## src/hw/rtl/b32dec_pkg.sv

```systemverilog
// ----------------------------------------------------------------------------
// b32dec_pkg
// Character classes and the base32 alphabet map for the text decoder.
// ----------------------------------------------------------------------------
package b32dec_pkg;

  localparam int unsigned CharW  = 8;
  localparam int unsigned SymW   = 5;
  localparam int unsigned HeldW  = 3;   // pending bit count never exceeds 7
  localparam int unsigned StoreW = 7;   // at most seven pending bits
  localparam int unsigned AccW   = StoreW + SymW;

  localparam logic [CharW-1:0] ChSpace  = 8'h20;
  localparam logic [CharW-1:0] ChTab    = 8'h09;
  localparam logic [CharW-1:0] ChCr     = 8'h0D;
  localparam logic [CharW-1:0] ChLf     = 8'h0A;
  localparam logic [CharW-1:0] ChHyphen = 8'h2D;
  localparam logic [CharW-1:0] ChZero   = 8'h30;
  localparam logic [CharW-1:0] ChOne    = 8'h31;
  localparam logic [CharW-1:0] ChTwo    = 8'h32;
  localparam logic [CharW-1:0] ChSeven  = 8'h37;
  localparam logic [CharW-1:0] ChEight  = 8'h38;
  localparam logic [CharW-1:0] ChUpA    = 8'h41;
  localparam logic [CharW-1:0] ChUpB    = 8'h42;
  localparam logic [CharW-1:0] ChUpL    = 8'h4C;
  localparam logic [CharW-1:0] ChUpO    = 8'h4F;
  localparam logic [CharW-1:0] ChUpZ    = 8'h5A;
  localparam logic [CharW-1:0] ChLoA    = 8'h61;
  localparam logic [CharW-1:0] ChLoZ    = 8'h7A;

  // Offset from the low five bits of '2'..'7' to symbol values 26..31.
  localparam logic [SymW-1:0] DigitOfs = 5'd8;

  typedef struct packed {
    logic            ok;
    logic [SymW-1:0] value;
  } sym_t;

  function automatic logic is_skip(input logic [CharW-1:0] c);
    return (c == ChSpace) || (c == ChTab) || (c == ChCr) ||
           (c == ChLf) || (c == ChHyphen);
  endfunction

  function automatic sym_t map_char(input logic [CharW-1:0] c_in);
    logic [CharW-1:0] c;
    sym_t             s;
    c = c_in;
    if (c_in == ChZero) c = ChUpO;
    else if (c_in == ChOne) c = ChUpL;
    else if (c_in == ChEight) c = ChUpB;
    s.ok    = 1'b0;
    s.value = '0;
    if ((c >= ChUpA && c <= ChUpZ) || (c >= ChLoA && c <= ChLoZ)) begin
      s.ok    = 1'b1;
      s.value = c[SymW-1:0] - SymW'(1);
    end else if (c >= ChTwo && c <= ChSeven) begin
      s.ok    = 1'b1;
      s.value = c[SymW-1:0] + DigitOfs;
    end
    return s;
  endfunction

endpackage

```

## src/hw/rtl/base32_text_decoder.sv

```systemverilog
// ----------------------------------------------------------------------------
// base32_text_decoder
// Streaming base32 text decoder: one character in, one result out per
// transaction. An accepted character waits in the input stage, then its
// result is registered in the output register and held there while stalled.
// Throughput: one character per cycle while the output is not stalled;
// the pending-bit buffer is updated as each character advances.
// Reset (rst, synchronous): clears both stages, the bit buffer and the error.
// ----------------------------------------------------------------------------
module base32_text_decoder
  import b32dec_pkg::*;
(
  input  logic             clk,
  input  logic             rst,
  // character channel
  input  logic             in_valid,
  output logic             in_stall,
  input  logic [CharW-1:0] in_char,
  input  logic             string_last,
  // byte channel
  output logic             out_valid,
  input  logic             out_stall,
  output logic [7:0]       data_byte,
  output logic             byte_valid,
  output logic             bad_char,
  output logic             string_end
);

  // Input stage: holds one character so a new transaction can land while
  // the output register still waits on the consumer.
  logic             iv;
  logic [CharW-1:0] ichar;
  logic             ilast;

  // Decoder state: pending bits and the sticky error for the current string.
  logic [StoreW-1:0] bit_store, bit_store_next;
  logic [HeldW-1:0]  bits_held, bits_held_next;
  logic              error_seen, error_seen_next;

  logic        out_free;
  logic        advance;
  logic        in_take;
  logic [7:0]  byte_next;
  logic        bvalid_next;

  // Output register frees up when empty or being drained this cycle.
  assign out_free = !out_valid || !out_stall;
  assign advance  = iv && out_free;
  assign in_stall = iv && !out_free;
  assign in_take  = in_valid && !in_stall;

  // Single-pass update: classify, map, append five bits, maybe emit a byte.
  always_comb begin
    sym_t            sym;
    logic [AccW-1:0] acc;
    logic [HeldW:0]  sum;
    logic [HeldW-1:0] rem;
    logic [AccW-1:0] shifted;
    logic [StoreW-1:0] keep;

    sym     = map_char(ichar);
    acc     = {bit_store, sym.value};
    sum     = {1'b0, bits_held} + (HeldW+1)'(SymW);
    rem     = sum[HeldW-1:0];          // sum - 8 when sum >= 8
    shifted = acc >> rem;
    keep    = StoreW'((AccW'(1) << rem) - AccW'(1));

    bit_store_next  = bit_store;
    bits_held_next  = bits_held;
    error_seen_next = error_seen;
    byte_next       = '0;
    bvalid_next     = 1'b0;

    if (!is_skip(ichar) && !error_seen) begin
      if (sym.ok) begin
        if (sum[HeldW]) begin
          // Eight or more bits held: emit the top byte, keep the rest.
          byte_next      = shifted[7:0];
          bvalid_next    = 1'b1;
          bits_held_next = rem;
          bit_store_next = acc[StoreW-1:0] & keep;
        end else begin
          bits_held_next = sum[HeldW-1:0];
          bit_store_next = acc[StoreW-1:0];
        end
      end else begin
        // Invalid character: flag the string, drop what was pending.
        error_seen_next = 1'b1;
        bit_store_next  = '0;
        bits_held_next  = '0;
      end
    end
  end

  // Input stage control.
  always_ff @(posedge clk) begin
    if (rst) begin
      iv <= 1'b0;
    end else if (in_take) begin
      iv <= 1'b1;
    end else if (advance) begin
      iv <= 1'b0;
    end
  end

  always_ff @(posedge clk) begin
    if (in_take) begin
      ichar <= in_char;
      ilast <= string_last;
    end
  end

  // Decoder state: update on each advanced character, clear after the last.
  always_ff @(posedge clk) begin
    if (rst) begin
      bit_store  <= '0;
      bits_held  <= '0;
      error_seen <= 1'b0;
    end else if (advance) begin
      if (ilast) begin
        bit_store  <= '0;
        bits_held  <= '0;
        error_seen <= 1'b0;
      end else begin
        bit_store  <= bit_store_next;
        bits_held  <= bits_held_next;
        error_seen <= error_seen_next;
      end
    end
  end

  // Output register.
  always_ff @(posedge clk) begin
    if (rst) begin
      out_valid <= 1'b0;
    end else if (advance) begin
      out_valid <= 1'b1;
    end else if (!out_stall) begin
      out_valid <= 1'b0;
    end
  end

  always_ff @(posedge clk) begin
    if (advance) begin
      data_byte  <= byte_next;
      byte_valid <= bvalid_next;
      bad_char   <= error_seen_next;
      string_end <= ilast;
    end
  end

endmodule

```

## config.mk

```make
export PLATFORM = sky130hd
export DESIGN_NAME = base32_text_decoder
export DESIGN_NICKNAME = d
export VERILOG_FILES = /design/src/hw/rtl/b32dec_pkg.sv /design/src/hw/rtl/base32_text_decoder.sv
export SDC_FILE = /design/constraint.sdc
export NUM_CORES = 1
export LEC_CHECK = 0
export ABC_AREA = 1
export BUFFER_PORTS_ARGS = -buffer_cell sky130_fd_sc_hd__buf_2
export CORE_MARGIN = 2
export CORE_UTILIZATION = 53
export CTS_CLUSTER_SIZE = 10
export DETAILED_ROUTE_END_ITERATION = 8
export GPL_ROUTABILITY_DRIVEN = 1
export PLACE_DENSITY = 0.76
export SETUP_SLACK_MARGIN = 0.2
export SLEW_MARGIN = 30
export SYNTH_ARGS = -nofsm -noshare
export SYNTH_HDL_FRONTEND = slang
export SYNTH_SLANG_ARGS = --single-unit
```

## constraint.sdc

```tcl
create_clock -name clk -period 2.41 [get_ports clk]
set_input_delay 0.241 -clock clk [delete_from_list [all_inputs] [get_ports clk]]
set_output_delay 0.241 -clock clk [all_outputs]
set_load 0.01 [all_outputs]
```

======== Yosys cells after proc, flatten, opt, wreduce, memory -nomap -nowiden ========
Cells that the tools add are included.
word-level totals
  register bits after elaboration ......... 33
  bits of input ports ..................... 13
operators by class
  add/subtract/negate cells ............... 4
  order comparisons ....................... 6
  equality and inequality tests ........... 9
  shift operators ......................... 2
  mux-type cells .......................... 20
  bitwise logic cells ..................... 1
  reductions and logical operators ........ 24
operators by type and width
  cell                 count
  $eq 8x6->1 const B   5
  $mux 7               4
  $eq 8x4->1 const B   3
  $mux 8               3
  $ge 8x7->1 const B   2
  $le 8x7->1 const B   2
  $mux 6               2
  $shr 12x3->8         1
  $mux 3               3
  $ge 8x6->1 const B   1
  $le 8x6->1 const B   1
  $mux 1               8
  $and 7x7->7          1
  $logic_and 1x1->1    7
  $shl 1x3->7 const A  1
  $sub 7x2->7 const B  1
  $logic_not 1->1      6
  $logic_or 1x1->1     6
  $add 5x4->5 const B  1
  $sub 5x1->5 const B  1
  $add 3x3->4 const B  1
  $reduce_and 2->1     2
  $reduce_bool 2->1    2
  $reduce_and 3->1     1
  $ne 2x1->1 const B   1

======== Longest topological paths before layout ========
Gate-level depths: netlist (run 1).
  depth after elaboration ................. 13
  gate-level depth with buffers ........... 19
  depth with buffers taken out ............ 19

======== Worst setup path after synthesis (run 1) ========
Ideal clock, no wire load.
  path kind ............................... register -> register
  from .................................... reg ichar[5]
  to ...................................... reg bad_char (data pin)
  arrival time ............................ 2.098 ns
  required time ........................... 2.154 ns
  setup slack ............................. 0.055 ns
  stages on the path, launching flop included .. 18
  buffers on the path ..................... 0
  clock period less this slack ............ 2.355 ns
  cell sequence ........................... edfxtp_1 nand2_2 inv_1 nand2_1 nor2_4 nor2_1 nand2_1 inv_1 ha_1 nand2_1 a21oi_2 nand3_2 a21boi_4 nand2_2 nand2_4 nand2_1 a21oi_1 inv_1
between the ends
  longest elaborated chain between the ends .. 10
  elaborated cells on any way between the ends .. 31
  those cells by class .................... order compare: 6; eq/ne: 8; mux: 7; reduce/logical: 10
RTL lines
  item                                         RTL line                            RTL
  start, declared                              base32_text_decoder.sv:32           logic [CharW-1:0] ichar;
  start signal, assigned                       base32_text_decoder.sv:108          ichar <= in_char;
  $eq 8x6->1                                   b32dec_pkg.sv:50                    else if (c_in == ChEight) c = ChUpB;
  $mux 8                                       b32dec_pkg.sv:50
  $mux 8                                       b32dec_pkg.sv:49                    else if (c_in == ChOne) c = ChUpL;
  $mux 8                                       b32dec_pkg.sv:48                    if (c_in == ChZero) c = ChUpO;
  $ge 8x6->1, or another cell as far along     b32dec_pkg.sv:56                    end else if (c >= ChTwo && c <= ChSeven) begin
  $logic_and 1x1->1, on equally long branches  b32dec_pkg.sv:56, b32dec_pkg.sv:53
  $mux 6 or $logic_or 1x1->1 (tied branches)   b32dec_pkg.sv:56, b32dec_pkg.sv:53
  $mux 6                                       b32dec_pkg.sv:53                    if ((c >= ChUpA && c <= ChUpZ) || (c >= ChLoA && c <= ChLoZ)) begin
  $mux 1                                       base32_text_decoder.sv:75           if (sym.ok) begin
  $mux 1 *                                     base32_text_decoder.sv:74           if (!is_skip(ichar) && !error_seen) begin
  via error_seen_next                          base32_text_decoder.sv:38           logic error_seen, error_seen_next;
  end signal, assigned                         base32_text_decoder.sv:147          bad_char <= error_seen_next;
  end, declared                                base32_text_decoder.sv:25           output logic bad_char,
Mark *: on every way through the listed nets, which the timed path passes. The rest lies on a longest branch.
A chain may end at the register's enable or synchronous reset.

======== Worst setup path in the final report (run 1) ========
  from .................................... reg ichar[1]
  to ...................................... reg data_byte[4] (data pin)
between the ends
  longest elaborated chain between the ends .. 9
  elaborated cells on any way between the ends .. 33
  those cells by class .................... add/sub: 2; order compare: 6; eq/ne: 8; shift: 1; mux: 5; reduce/logical: 11
RTL lines
  item                                              RTL line                            RTL
  $eq 8x6->1                                        b32dec_pkg.sv:50
  $mux 8                                            b32dec_pkg.sv:50
  $mux 8                                            b32dec_pkg.sv:49
  $mux 8                                            b32dec_pkg.sv:48
  $ge 8x6->1, or another cell as far along          b32dec_pkg.sv:56
  $logic_and 1x1->1, on equally long branches       b32dec_pkg.sv:56, b32dec_pkg.sv:53
  $mux 6 or $logic_or 1x1->1 (tied branches)        b32dec_pkg.sv:56, b32dec_pkg.sv:53
  $mux 6                                            b32dec_pkg.sv:53
  $shr 12x3->8 or $reduce_and 3->1 (tied branches)  --
  end signal, assigned                              base32_text_decoder.sv:145          data_byte <= byte_next;
  end, declared                                     base32_text_decoder.sv:23           output logic [7:0] data_byte,
Several ways; a longest one is shown, not always the timed one.

==> results of run 1 <==
==> worst max-delay path: cells and delay by family, from the launching register on <==
family                     cells  cell delay [ns]
AOI/OAI and AO/OA              2             0.22
and+or+nand+nor               13             1.36
adders and majority gates      1             0.15
buffers and inverters          2             0.24
DFF                            1             0.47
==> registers in the layout (all words and copies together), names as in the netlist, 3 cells and up <==
register   count
bit_store      7
bits_held      3
ichar          8
data_byte      8
==> metal layers <==
metal / part of all wire / up-vias / wire length (um) / track usage
li1: - / 1208 / - / -
met1: 0.38 / 1205 / 2820 / 0.322
met2: 0.47 / 194 / 3490 / 0.414
met3: 0.091 / 47 / 676 / 0.0470
met4: 0.057 / 0 / 422 / 0.0860
met5: 0 / - / 0 / 0
==> cells by family after synthesis <==
group           after synthesis  share of synthesized area
simple gates                177                      0.349
fa+ha+maj                     9                     0.0480
buf+inv                      55                     0.0907
compound gates               52                      0.134
mux                           1                    0.00427
xor+xnor                      2                    0.00747
flops                        33                      0.367
==> layout make-up <==
type                    count  area [um2]
multi-input cells         241        1540
repair buffers             73         493
fillers                   280        1060
clock buffers               5        68.8
inverters                  48         195
flip-flops and latches     33         861
well taps                  52        65.1
clock inverters             3        17.5
==> power by group through the flow <==
| stage | clock network [mW] | registers, mW | logic, mW |
|---|---|---|---|
| floorplan | 0 | 0.650 | 0.143 |
| global placement | 0 | 0.645 | 0.210 |
| detailed placement | 0 | 0.646 | 0.211 |
| CTS | 0.419 | 0.633 | 0.253 |
| global route | 0.451 | 0.636 | 0.328 |
| finish | 0.426 | 0.635 | 0.310 |
==> stage by stage <==
| step | hold WS (ns) | power, mW |
|---|---|---|
| after floorplan | 0.303 | 0.793 |
| after global placement | 0.418 | 0.855 |
| after detailed placement | 0.419 | 0.857 |
| after CTS | 0.119 | 1.31 |
| after global routing | 0.113 | 1.42 |
| final | 0.125 | 1.37 |
==> repair_timing <==
item	4_1_cts	5_1_grt
buffers inserted	24	10
gates resized for setup	40	31
pin swaps	26	27
endpoints found under the setup margin	21	21
==> placed cells by master, fill, tap and decap left out, types with 2 or more instances in the layout <==
| master | count |
|---|---|
| ha_1 | 8 |
| or2_2 | 4 |
| o211ai_1 | 4 |
| a21oi_2 | 13 |
| nor2_1 | 22 |
| nand2_2 | 21 |
| clkinv_2 | 2 |
| dfxtp_1 | 13 |
| o21ai_2 | 2 |
| nand3_4 | 3 |
| clkinv_1 | 2 |
| clkbuf_8 | 5 |
| nand3_2 | 10 |
| buf_4 | 46 |
| nor2_4 | 9 |
| nand3_1 | 17 |
| o21ai_1 | 3 |
| nand2_1 | 73 |
| a21oi_1 | 13 |
| buf_6 | 2 |
| buf_2 | 25 |
| inv_1 | 35 |
| o21ai_0 | 10 |
| edfxtp_1 | 20 |
| nor2_2 | 5 |
| a211oi_2 | 2 |
| a211oi_1 | 2 |
| inv_2 | 9 |
| nand2_4 | 8 |
==> worst max path at each step <==
stage | start | depth (start not counted) | slack (ns) | end
floorplan | ichar[5]$_DFFE_PP_ | 15 | 0.18 | bad_char$_DFFE_PP_
global placement | ichar[3]$_DFFE_PP_ | 19 | 0.0005 | data_byte[0]$_SDFFCE_PN0P_
detailed placement | ichar[2]$_DFFE_PP_ | 18 | -0.06 | data_byte[0]$_SDFFCE_PN0P_
CTS | ichar[0]$_DFFE_PP_ | 18 | -0.009 | data_byte[0]$_SDFFCE_PN0P_
global route | ichar[1]$_DFFE_PP_ | 18 | -0.32 | data_byte[4]$_SDFFCE_PN0P_
finish | ichar[1]$_DFFE_PP_ | 18 | -0.19 | data_byte[4]$_SDFFCE_PN0P_
==> impl_metrics.env, run 1 <==
export IMPL_seq_area_frac_synth=0.367
export IMPL_die_h_um=70.5
export IMPL_ys_flop_type="edfxtp_1"
export IMPL_cp_required_ns=2.55
export IMPL_place_inst=413
export IMPL_internal_power_uw=938
export IMPL_detail_route_antenna_nets=0
export IMPL_hold_class="input pin to flop"
export IMPL_place_congestion=0.865
export IMPL_coreArea_mm2=0.00429
export IMPL_rsz0062_at_grt="yes"
export IMPL_fin_area_mm2=0.00324
export IMPL_status="finished with violations"
export IMPL_fin_crit_ns=2.60
export IMPL_power_frac_comb=0.227
export IMPL_hpwl_um=4020
export IMPL_hold_end="ichar[4]$_DFFE_PP_"
export IMPL_slew_violations=0
export IMPL_htree_num_levels=2
export IMPL_syn_instance_count=329
export IMPL_via_count=2654
export IMPL_drv_cap=0
export IMPL_yosys_top_cells_area="edfxtp_1, nand2_1, dfxtp_1"
export IMPL_grt_max_degree=17
export IMPL_routed_wirelength_um=7410
export IMPL_hp_start="in_char[4]"
export IMPL_syn_area_per_cell_um2=7.13
export IMPL_r2r_end="data_byte[4]$_SDFFCE_PN0P_"
export IMPL_slowest_stage="edfxtp_1"
export IMPL_routedWlPerCell_um=16.3
export IMPL_synth_distinct_cells=36
export IMPL_first_pass_iters=6
export IMPL_drc=0
export IMPL_fin_util=0.754
export IMPL_power_leakage_nw=1.44
export IMPL_finalSetupViolations=15
export IMPL_antenna_found_initial=0
export IMPL_final_nets=424
export IMPL_max_slew_margin_rel=0.705
export IMPL_initial_utilization=0.546
export IMPL_min_period_over_period=1.08
export IMPL_cp_end_kind="flop"
export IMPL_worstSetupStartpointType="flop"
export IMPL_yosysTopAreaCell="edfxtp_1"
export IMPL_synth_async_sr_flop_share=0
export IMPL_cellPowerDensity_mw_per_mm2=423
export IMPL_worst_pin_slew_ns=0.438
export IMPL_grt_usage=0.247
export IMPL_layout_setup_ws_ns=-0.187
export IMPL_synth_edf_count=20
export IMPL_path_common_cell="nand2_2"
export IMPL_dpl_instance_area_mm2=0.00263
export IMPL_area_growth_synth_to_final_pct=38.0
export IMPL_clock_path_buffers=2
export IMPL_ctsHoldBuffers=0
export IMPL_violations="negative setup slack"
export IMPL_peakVddDrop_uv=359
export IMPL_die_x_um=70.5
export IMPL_ys_warn_count=0
export IMPL_clock_skew_ns=0.0125
export IMPL_hold_violations=0
export IMPL_ys_top_cells_by_count="nand2_1, inv_1, nor2_1, nand3_1, a21oi_1"
export IMPL_stdcell_count=455
export IMPL_first_iter_violations=477
export IMPL_grt_pass1_vias=2204
export IMPL_synth_top_area_frac=0.256
export IMPL_reg2regPathDepth=18
export IMPL_setup_tns_ns=-1.38
export IMPL_crit_type="flop to flop"
export IMPL_dpl_worst_slack_ns=-0.0624
export IMPL_drive_gt1_frac=0.427
export IMPL_crit_fanout=5
export IMPL_cts_root_buf="clkbuf_8"
export IMPL_drt_vias_per_instance=5.83
export IMPL_crit_chain="inv_2 -> nand2_2 -> nor2_4 -> nand2_4 -> nand3_4 -> nor2_4 -> ha_4 -> nand2_2 -> a21oi_2 -> nand3_2 -> buf_6 -> nand2_2 -> nand4_1 -> nand3_2 -> nand3_2 -> nand2_2 -> nand2_1 -> a21oi_1"
export IMPL_power_frac_seq=0.463
export IMPL_cts_tree="yes"
export IMPL_fmax_mhz=385
export IMPL_dieArea_mm2=0.00497
export IMPL_grt_overflow_total=0
export IMPL_crit_arrival_ns=2.74
export IMPL_switchingPower_uw=433
export IMPL_yosysMostFrequentCell="nand2_1"
export IMPL_clk_latency_ns=0.30
export IMPL_grt_pass1_wl_um=9780
export IMPL_cpPeakStageDelay_ns=0.47
export IMPL_numCtsBuffers=5
export IMPL_p_clk_frac=0.311
export IMPL_hold_depth=1
export IMPL_cts_sinks=33
export IMPL_clk_pin_slew_ns=0.07
export IMPL_switching_share=0.316
export IMPL_portBuffers=25
export IMPL_r2r_start="ichar[1]$_DFFE_PP_"
export IMPL_r2r_setup_slack_ns=-0.19
export IMPL_pin_count=26
export IMPL_ys_seq_elements=33
export IMPL_syn_nets=351
export IMPL_synth_area_mm2=0.00235
export IMPL_placementRows=24
export IMPL_n_antenna_cell=0
No activity file was read; power rests on OpenSTA's default activity.
==> run 2, diff against run 1 <==
Settings changed: ABC_AREA 1 to unset, SKIP_CTS_REPAIR_TIMING set to 1.
==> run 2 against run 1 <==
  * Core utilization shrank 1.5 points
  * Total power shrank 6.4%
  * Die area shrank 1.5%
  * Worst setup slack lost 0.48 ns
  * The run still ends with negative setup slack left
  * Clock power shrank 7.3%
  * Highest routed layer unchanged
  * Largest power group unchanged
  * Sequential share of layout area grew 1.9 points
==> impl_metrics.env, run 2 <==
export IMPL_syn_area_per_cell_um2=9.16
export IMPL_synth_area_mm2=0.00231
export IMPL_hold_violations=0
export IMPL_hpwl_um=4200
export IMPL_htree_num_levels=2
export IMPL_grt_usage=0.235
export IMPL_max_slew_margin_rel=0.541
export IMPL_ys_seq_elements=33
export IMPL_slowest_stage="or3_4"
export IMPL_crit_type="flop to flop"
export IMPL_peakVddDrop_uv=421
export IMPL_drive_gt1_frac=0.351
export IMPL_n_antenna_cell=0
export IMPL_synth_top_area_frac=0.260
export IMPL_dieArea_mm2=0.00490
export IMPL_r2r_start="ichar[7]$_DFFE_PP_"
export IMPL_first_pass_iters=5
export IMPL_status="finished with violations"
export IMPL_initial_utilization=0.565
export IMPL_synth_area_mux_share=0.0640
export IMPL_synth_distinct_cells=67
export IMPL_clk_latency_ns=0.29
export IMPL_antenna_found_initial=0
export IMPL_cts_tree="yes"
export IMPL_area_growth_synth_to_final_pct=30.9
export IMPL_yosys_top_cells_area="edfxtp_1, dfxtp_1, ha_1"
export IMPL_finalSetupViolations=21
export IMPL_worst_path_buf_inv=1
export IMPL_yosysMostFrequentCell="nor2_1"
export IMPL_numCtsBuffers=5
export IMPL_synthAdderAreaFrac=0.0488
export IMPL_placementRows=23
export IMPL_crit_chain="and4bb_4 -> a21o_1 -> o21a_1 -> ha_2 -> o22ai_2 -> a221o_1 -> o2111ai_4 -> a221oi_4 -> or3_4 -> clkinv_4 -> o31ai_4 -> nor4_2"
export IMPL_clk_pin_slew_ns=0.08
export IMPL_drt_vias_per_instance=6.08
export IMPL_dpl_worst_slack_ns=-0.721
export IMPL_routedWlPerCell_um=16.1
export IMPL_grt_overflow_total=0
export IMPL_cp_top_family="simple AND/OR/NAND/NOR gates"
export IMPL_worst_pin_slew_ns=0.688
export IMPL_slew_violations=0
export IMPL_power_leakage_nw=1.15
export IMPL_cp_required_ns=2.51
export IMPL_grt_pass1_vias=2007
export IMPL_hold_class="input pin to flop"
export IMPL_synth_compound_area_share=0.267
export IMPL_grt_pass1_wl_um=9340
export IMPL_rsz0062_at_grt="yes"
export IMPL_hp_start="in_char[4]"
export IMPL_cpPeakStageDelay_ns=0.44
export IMPL_crit_arrival_ns=3.18
export IMPL_yosysTopAreaCell="edfxtp_1"
export IMPL_final_nets=341
export IMPL_syn_nets=274
export IMPL_ys_top_cells_by_count="nor2_1, nand2_1, edfxtp_1, a21oi_1, dfxtp_1"
export IMPL_seq_area_frac_synth=0.373
export IMPL_drc=0
export IMPL_detail_route_antenna_nets=0
export IMPL_first_iter_violations=213
export IMPL_clock_skew_ns=0.0195
export IMPL_drv_cap=0
export IMPL_ys_warn_count=0
export IMPL_violations="negative setup slack"
export IMPL_cp_end_kind="flop"
export IMPL_fin_crit_ns=3.07
export IMPL_layout_setup_ws_ns=-0.662
export IMPL_cts_root_buf="clkbuf_8"
export IMPL_yosys_area_share_simple=0.193
export IMPL_die_h_um=70.0
export IMPL_synth_xor_xnor_area_share=0.0152
export IMPL_crit_start="ichar[7]$_DFFE_PP_"
export IMPL_place_congestion=0.967
export IMPL_die_x_um=70.0
export IMPL_final_cell_mix="buf_4, buf_2, nor2_1"
export IMPL_cts_sinks=33
export IMPL_portBuffers=25
export IMPL_cellPowerDensity_mw_per_mm2=424
export IMPL_via_count=2244
export IMPL_fmax_mhz=325
export IMPL_clock_path_buffers=2
export IMPL_syn_instance_count=252
export IMPL_synth_top_family_by_area="compound AO/OA/AOI/OAI gates"
export IMPL_coreArea_mm2=0.00409
export IMPL_ys_flop_type="edfxtp_1"
export IMPL_min_period_over_period=1.27
export IMPL_grt_max_degree=21
export IMPL_top_regs="data_byte (8), ichar (8), bit_store (7)"
export IMPL_mostFrequentLayoutCell="buf_4"
export IMPL_crit_fanout=6
export IMPL_fin_util=0.739
export IMPL_synth_async_sr_flop_share=0
export IMPL_routed_wirelength_um=5930
export IMPL_synth_edf_count=20
export IMPL_pin_count=26
export IMPL_worstSetupStartpointType="flop"
==> run 2: cell types whose count changed in the layout (fill, tap and decap cells not counted), moves of 4 or more <==
| cell | change |
|---|---|
| nand3_1 | -13 |
| mux2i_1 | +7 |
| inv_2 | -9 |
| nand2_2 | -20 |
| nor2_4 | -9 |
| nand2_4 | -8 |
| a21o_1 | +4 |
| a21oi_1 | +5 |
| nand3_2 | -8 |
| o21a_1 | +4 |
| nand2_1 | -52 |
| inv_1 | -28 |
| a21oi_2 | -11 |
==> run 2: worst paths after layout <==
check / to / slack [ns] / depth (start not counted)
min reg2reg: out_valid$_SDFFE_PP0P_ / 0.49 / 2
max: data_byte[1]$_SDFFCE_PN0P_ / -0.66 / 12
min: ichar[4]$_DFFE_PP_ / 0.11 / 1
max reg2reg: data_byte[1]$_SDFFCE_PN0P_ / -0.66 / 12
==> run 2: per-stage QoR <==
stage | power (mW) | std cells | setup TNS (ns) | area, um2 | hold slack [ns]
after global routing | 1.33 | 369 | -13.52 | 3020 | 0.114
after floorplan | 0.777 | 252 | -7.70 | 2340 | 0.310
after CTS | 1.26 | 363 | -13.02 | 2870 | 0.117
final | 1.28 | 369 | -10.29 | 3020 | 0.115
after detailed placement | 0.876 | 356 | -12.27 | 2790 | 0.419
after global placement | 0.870 | 356 | -9.59 | 2790 | 0.417
==> run 2: cell type report <==
class / count / area, um2
multi-input combinational: 197 / 1490
fill: 297 / 1060
sequential: 33 / 861
timing repair buffer: 73 / 489
clock buffer: 6 / 72.6
tap: 50 / 62.6
inverter: 9 / 38.8
clock inverter: 1 / 3.75
==> run 2: metal layers <==
| layer | up-vias | track usage | wire, um |
|---|---|---|---|
| met3 | 13 | 0.0462 | 396 |
| met2 | 96 | 0.387 | 2840 |
| li1 | 1104 | - | - |
| met1 | 1031 | 0.314 | 2600 |
| met5 | - | 0 | 0 |
| met4 | 0 | 0.0662 | 84 |
==> run 2: cells by family (layout without fill, tap and decap cells) <==
group	Yosys count	in the layout
compound gates	87	87
xor+xnor	4	4
buf+inv	22	89
mux	12	12
flops	33	33
fa+ha+maj	9	9
simple gates	85	85
==> run 2: where the power goes <==
group,total (mW),leakage (nW),internal [mW],switching (mW)
clock network,0.395,0.0387,0.195,0.200
registers,0.636,0.292,0.621,0.0144
logic,0.252,0.825,0.117,0.135
total,1.28,1.15,0.933,0.349
